--- src/hw/rtl/mec_pkg.sv ---
package mec_pkg;

	localparam int DEFAULT_WIDTH = 16;

	localparam int RESET_EXPONENT = 11;
	localparam int RESET_MODULUS = 899;

	localparam int CFG_IDX_W = 1;
	typedef logic [CFG_IDX_W-1:0] cfg_idx_t;

	localparam cfg_idx_t REG_EXPONENT = 1'b0;
	localparam cfg_idx_t REG_MODULUS = 1'b1;

endpackage

--- src/hw/rtl/modular_exponentiation_cipher.sv ---
// Modular exponentiation: each input transaction carries a base value; the block
// returns value ** exponent mod modulus (1 when exponent is zero; modulus 0 acts
// as 2**WIDTH).
// Channels: s_* takes the base, m_* delivers the result, cfg_* writes the
// exponent (index 0) and modulus (index 1). cfg_ready is always high; write
// registers only while no transaction is in flight.
// Steps: the base is first reduced mod the modulus; then each exponent bit up to
// the highest set one takes a multiply into the accumulator when the bit is set,
// then a square (no square after the highest set bit); last the output register
// is loaded, and m_tvalid and s_tready rise together as the block goes idle.
// Each reduction, square and multiply runs on one bit-serial modular multiplier
// that does one shift, add and conditional subtract per cycle and is shared by
// all squares and multiplies.
// One item is in work at a time; s_tready is high only while idle. A finished
// result sits in the output register, and the next item may be accepted while it
// waits; if that next item finishes before the result is taken, it holds until
// m_tready frees the register.
// Reset restores exponent 11 and modulus 899 and empties the block.
module modular_exponentiation_cipher #(
	parameter int WIDTH = mec_pkg::DEFAULT_WIDTH,
	localparam int TDATA_W = ((WIDTH + 7) / 8) * 8
) (
	input  logic                     clk,
	input  logic                     arst_n,
	input  logic                     s_tvalid,
	output logic                     s_tready,
	input  logic [TDATA_W-1:0]       s_tdata,   // [WIDTH-1:0] value, rest zero
	output logic                     m_tvalid,
	input  logic                     m_tready,
	output logic [TDATA_W-1:0]       m_tdata,   // [WIDTH-1:0] result, rest zero
	input  logic                     cfg_valid,
	output logic                     cfg_ready,
	input  logic [mec_pkg::CFG_IDX_W-1:0] cfg_index,
	input  logic [WIDTH-1:0]         cfg_data
);
	import mec_pkg::*;

	localparam int CNT_W = $clog2(WIDTH);

	typedef enum logic [4:0] {
		ST_IDLE   = 5'b00001,
		ST_BASE   = 5'b00010,
		ST_MUL    = 5'b00100,
		ST_SQR    = 5'b01000,
		ST_FINISH = 5'b10000
	} state_t;

	state_t              state_q;
	logic [WIDTH-1:0]    exponent_q;
	logic [WIDTH-1:0]    modulus_q;
	logic [WIDTH-1:0]    exp_q;
	logic [WIDTH:0]      mod_q;
	logic [WIDTH-1:0]    acc_q;
	logic [WIDTH-1:0]    sq_q;
	logic [WIDTH-1:0]    mul_q;
	logic [WIDTH-1:0]    r_q;
	logic [CNT_W-1:0]    cnt_q;
	logic                m_tvalid_q;
	logic [WIDTH-1:0]    m_data_q;

	logic [WIDTH-1:0]    a_sel;
	logic [WIDTH+1:0]    t_sum;
	logic [WIDTH+1:0]    m1_ext;
	logic [WIDTH+1:0]    m2_ext;
	logic [WIDTH-1:0]    r_next;
	logic                op_last;
	logic                in_acc;
	logic [WIDTH-1:0]    exp_shr;

	assign s_tready  = (state_q == ST_IDLE);
	assign cfg_ready = 1'b1;
	assign m_tvalid  = m_tvalid_q;
	assign m_tdata   = TDATA_W'(m_data_q);
	assign in_acc    = s_tvalid && s_tready;
	assign exp_shr   = exp_q >> 1;

	// Shared unit: r <- (2r + bit*a) mod m, with r < m and a <= m so the sum stays below 3m
	assign a_sel  = (state_q == ST_BASE) ? WIDTH'(1) : sq_q;
	assign t_sum  = {1'b0, r_q, 1'b0} + (mul_q[WIDTH-1] ? (WIDTH+2)'(a_sel) : '0);
	assign m1_ext = {1'b0, mod_q};
	assign m2_ext = {mod_q, 1'b0};

	always_comb begin
		if (t_sum >= m2_ext) begin
			r_next = WIDTH'(t_sum - m2_ext);
		end else if (t_sum >= m1_ext) begin
			r_next = WIDTH'(t_sum - m1_ext);
		end else begin
			r_next = WIDTH'(t_sum);
		end
	end

	assign op_last = (cnt_q == CNT_W'(WIDTH - 1));

	always_ff @(posedge clk or negedge arst_n) begin
		if (!arst_n) begin
			exponent_q <= WIDTH'(RESET_EXPONENT);
			modulus_q  <= WIDTH'(RESET_MODULUS);
		end else if (cfg_valid && cfg_ready) begin
			case (cfg_index)
				REG_EXPONENT: exponent_q <= cfg_data;
				REG_MODULUS:  modulus_q  <= cfg_data;
				default: ;
			endcase
		end
	end

	always_ff @(posedge clk or negedge arst_n) begin
		if (!arst_n) begin
			state_q    <= ST_IDLE;
			m_tvalid_q <= 1'b0;
			cnt_q      <= '0;
		end else begin
			if (state_q == ST_FINISH && (!m_tvalid_q || m_tready)) begin
				m_tvalid_q <= 1'b1;
			end else if (m_tvalid_q && m_tready) begin
				m_tvalid_q <= 1'b0;
			end
			case (state_q)
				ST_IDLE: begin
					if (in_acc) begin
						cnt_q   <= '0;
						state_q <= ST_BASE;
					end
				end
				ST_BASE, ST_MUL, ST_SQR: begin
					if (op_last) begin
						cnt_q <= '0;
						if (state_q == ST_BASE) begin
							if (exp_q == '0) begin
								state_q <= ST_FINISH;
							end else if (exp_q[0]) begin
								state_q <= ST_MUL;
							end else begin
								state_q <= ST_SQR;
							end
						end else if (state_q == ST_MUL) begin
							state_q <= (exp_shr == '0) ? ST_FINISH : ST_SQR;
						end else begin
							state_q <= exp_shr[0] ? ST_MUL : ST_SQR;
						end
					end else begin
						cnt_q <= cnt_q + CNT_W'(1);
					end
				end
				ST_FINISH: begin
					if (!m_tvalid_q || m_tready) begin
						state_q <= ST_IDLE;
					end
				end
				default: state_q <= ST_IDLE;
			endcase
		end
	end

	// Datapath registers, no reset needed
	always_ff @(posedge clk) begin
		case (state_q)
			ST_IDLE: begin
				if (in_acc) begin
					mul_q <= s_tdata[WIDTH-1:0];
					exp_q <= exponent_q;
					mod_q <= {(modulus_q == '0), modulus_q};
					r_q   <= '0;
				end
			end
			ST_BASE, ST_MUL, ST_SQR: begin
				if (op_last) begin
					r_q <= '0;
					if (state_q == ST_BASE) begin
						sq_q  <= r_next;
						acc_q <= WIDTH'(1);
						mul_q <= exp_q[0] ? WIDTH'(1) : r_next;
					end else if (state_q == ST_MUL) begin
						acc_q <= r_next;
						mul_q <= sq_q;
					end else begin
						sq_q  <= r_next;
						exp_q <= exp_shr;
						mul_q <= exp_shr[0] ? acc_q : r_next;
					end
				end else begin
					mul_q <= mul_q << 1;
					r_q   <= r_next;
				end
			end
			ST_FINISH: begin
				if (!m_tvalid_q || m_tready) begin
					m_data_q <= acc_q;
				end
			end
			default: ;
		endcase
	end

endmodule

--- config.mk ---
export PLATFORM = sky130hd
export DESIGN_NAME = modular_exponentiation_cipher
export DESIGN_NICKNAME = d
export VERILOG_FILES = /design/src/hw/rtl/mec_pkg.sv /design/src/hw/rtl/modular_exponentiation_cipher.sv
export SDC_FILE = /design/constraint.sdc
export NUM_CORES = 1
export LEC_CHECK = 0
export BUFFER_PORTS_ARGS = -buffer_cell sky130_fd_sc_hd__buf_4
export CAP_MARGIN = 5
export CORE_UTILIZATION = 55
export DETAILED_ROUTE_END_ITERATION = 10
export HOLD_SLACK_MARGIN = 0.05
export PLACE_DENSITY_LB_ADDON = 0.25
export SLEW_MARGIN = 20
export SYNTH_ARGS = -nofsm -noshare
export SYNTH_HDL_FRONTEND = slang
export SYNTH_SLANG_ARGS = --single-unit
--- constraint.sdc ---
create_clock -name clk -period 16.6 [get_ports clk]
set_input_delay 1.66 -clock clk [delete_from_list [all_inputs] [get_ports clk]]
set_output_delay 1.66 -clock clk [all_outputs]
set_load 0.01 [all_outputs]
==> metrics.txt <==
outcome=completed; Yosys reg bits=around 160; Slew @ Worst Pin=862.6 ps; vias in the first global route=a little under 7,000; # rows=between 40 and 50; CP Max Fanout=23; initial DRC count=675; dpl hpwl=~17,000 um; synth cell count leaders=edfxtp_1 (113), nor2_1 (89), a21oi_1 (65); setup TNS=0 ps; first-pass GRT wire length=roughly 36,000 um; WHS Endpoint=m_tdata[14]$_DFFE_PP_; synth unique cells=77; core area=~0.016 mm2; Max-Cap Viols=0; Die Ht=~130 um; Inserted Diodes=0; Critical Path Start Type=flip-flop; H-tree depth=4; clock sink count=around 160; crit path kind=reg -> reg; RePlAce Congestion=around 0.90; Worst EP arrival=6660 ps; Async SR Flop Fraction=0.2710; Clk Latency, worst-skew pair=around 430 ps; initial antenna violation count=0; Slew HR=0.4249; post-cts sizing count=0; All-Layer GR Usage=0.2812; TritonCTS clock tree=yes; buffer count from post-CTS setup fixing=0; area of the mapped netlist=0.009027 mm2; multi-input logic area=approximately 0.0043 mm2; Mapped Nets=924; wire per inst=19.98 um; CTS clk-pin slew, worst paths=70 ps; Synth Flop Type=edfxtp_1; hold_buf cts=0; largest net degree at the start of global routing=between 50 and 60; Die Area=around 0.017 mm2; RSZ-0062 raised after global routing=no; clock skew=around 11 ps; starting density of the core=0.5662; Max Slew Vio Count=0; Fmax achieved=approximately 0.15 GHz; min-delay src=acc_q[14]$_SDFFCE_PP0P_; Filler Cell Count=between 1,000 and 1,500; share of cells above drive strength 1=0.2013; Final setup violation count=0; Worst setup EP type=flip-flop; Mapped Cells=~830; required time of the critical path=~17,000 ps; Reg area=between 0.004 and 0.005 mm2; Syn Area/Cell=approximately 11 um2; largest area contributor in the netlist=edfxtp_1; Post-Route WL=roughly 22,000 um; CTS Buf Count=17; min cycle time layout=about 6500 ps; register area share after synthesis=0.4936; Tcrit/Tclk final=0.3901; clk buf depth=2; Vias/cell=around 6; worst r2r src=state_q[0]$_DFFE_PN1P_; die width=about 130 um; global route overflow=0; IO Pins=57; area grow syn2layout=13.64%; R2R Path End=mul_q[13]$_DFFE_PP_; Final nets=around 980; Pre-antenna DRT Iters=5; Post-synth EDFFs=~110; via count=6,862; Buffers on Ports=55; Synth area leaders=edfxtp_1 (38%), dfrtp_1 (9.1%), ha_1 (6.9%); DRC violations left=0; most frequent cell after synthesis=edfxtp_1; worst r2r path cells=20; Synth top area share=0.3759; Yosys warning count=0; Detail Route Antenna Nets=0; Hold Fails Final Rpt=0; Clock Tree Root=clkbuf_16; hold path cells=0; R2R Setup Slk=10,120 ps; HP Class=reg -> reg
worst max path at each step:
stage	start	to	slack, ps	cells past startpoint
2_1_floorplan	state_q[0]$_DFFE_PN1P_	mul_q[6]$_DFFE_PP_	11410	24
3_5_place_dp	state_q[4]$_DFFE_PN0P_	mul_q[6]$_DFFE_PP_	10240	23
5_1_grt	state_q[2]$_DFFE_PN0P_	mul_q[6]$_DFFE_PP_	9720	22
3_3_place_gp	state_q[2]$_DFFE_PN0P_	mul_q[6]$_DFFE_PP_	10530	22
4_1_cts	state_q[4]$_DFFE_PN0P_	mul_q[6]$_DFFE_PP_	10210	23
6_report	state_q[0]$_DFFE_PN1P_	mul_q[13]$_DFFE_PP_	10120	20
layout make-up:
| type | instances | share of cell area |
|---|---|---|
| inverters | 47 | 0.01732 |
| clock inverters | 15 | 0.01781 |
| repair buffers | 63 | 0.04610 |
| multi-input cells | 602 | 0.4166 |
| flip-flops and latches | 155 | 0.4343 |
| clock buffers | 17 | 0.04147 |
| well taps | 216 | 0.02634 |
critical path: stages (launching register included):
cell	delay, ps
dfstp_2	540
nor2_1	90
nand3_1	530
and3_1	260
ha_1	190
inv_1	60
fa_1	390
nand2b_1	180
a21o_1	210
a211oi_2	420
o211ai_1	220
xnor2_1	440
ha_1	400
a21oi_1	150
nor2b_1	60
o21ai_1	130
nand2b_1	80
a31oi_1	370
and2_1	730
a21oi_1	360
a221o_1	390
layout by cell type, fill, tap and decap left out, types with 13 or more instances in the layout:
master	count
a21o_1	17
nand3_1	13
a221oi_1	13
buf_4	63
nand2_1	59
clkbuf_16	17
inv_1	40
dfrtp_1	33
xnor2_1	26
a21oi_1	65
nor2_1	89
o21ai_0	24
ha_1	50
nand2b_1	13
mux2_2	50
mux2i_1	13
and3_1	20
edfxtp_1	113
metal layers:
layer	global-route usage	routed length [um]
met5	0	0
met4	0.1135	514
met3	0.04100	1518
met2	0.4603	10870
met1	0.3770	9371
per-stage QoR:
stage	utilization	instances	worst slack, ps	area (um2)	hold slack [ps]
after CTS	0.6435	1115	10210	10260	460.9
after global routing	0.6435	1115	9719	10260	477.0
after global placement	0.6053	1083	10530	9651	440.4
after detailed placement	0.6053	1083	10240	9651	444.1
final	0.6435	1115	10120	10260	463.7
after floorplan	-	833	11410	9027	426.1
registers in the layout, indices dropped and copies added, names as in the netlist:
signal and flops:
acc_q 16, cnt_q 4, exp_q 16, exponent_q 16
m_tdata 16, m_tvalid 1, mod_q 17, modulus_q 16
mul_q 16, r_q 16, sq_q 16, state_q 5
kinds of logic (layout without fill, tap and decap cells):
kind of cell | count (synthesis) | after routing | share of synthesized area
and+or+nand+nor | 251 | 251 | 0.1344
muxes | 64 | 64 | 0.07845
AOI/OAI and AO/OA | 196 | 196 | 0.1478
buffers and inverters | 76 | 142 | 0.03354
xor gates and xnor gates | 37 | 37 | 0.03590
DFF | 155 | 155 | 0.4936
adders and majority gates | 53 | 53 | 0.07595
other | 1 | 1 | 0.0004154
Power is not shown: default switching activity piles up to over one toggle a cycle in this logic, so the estimate is an artifact.
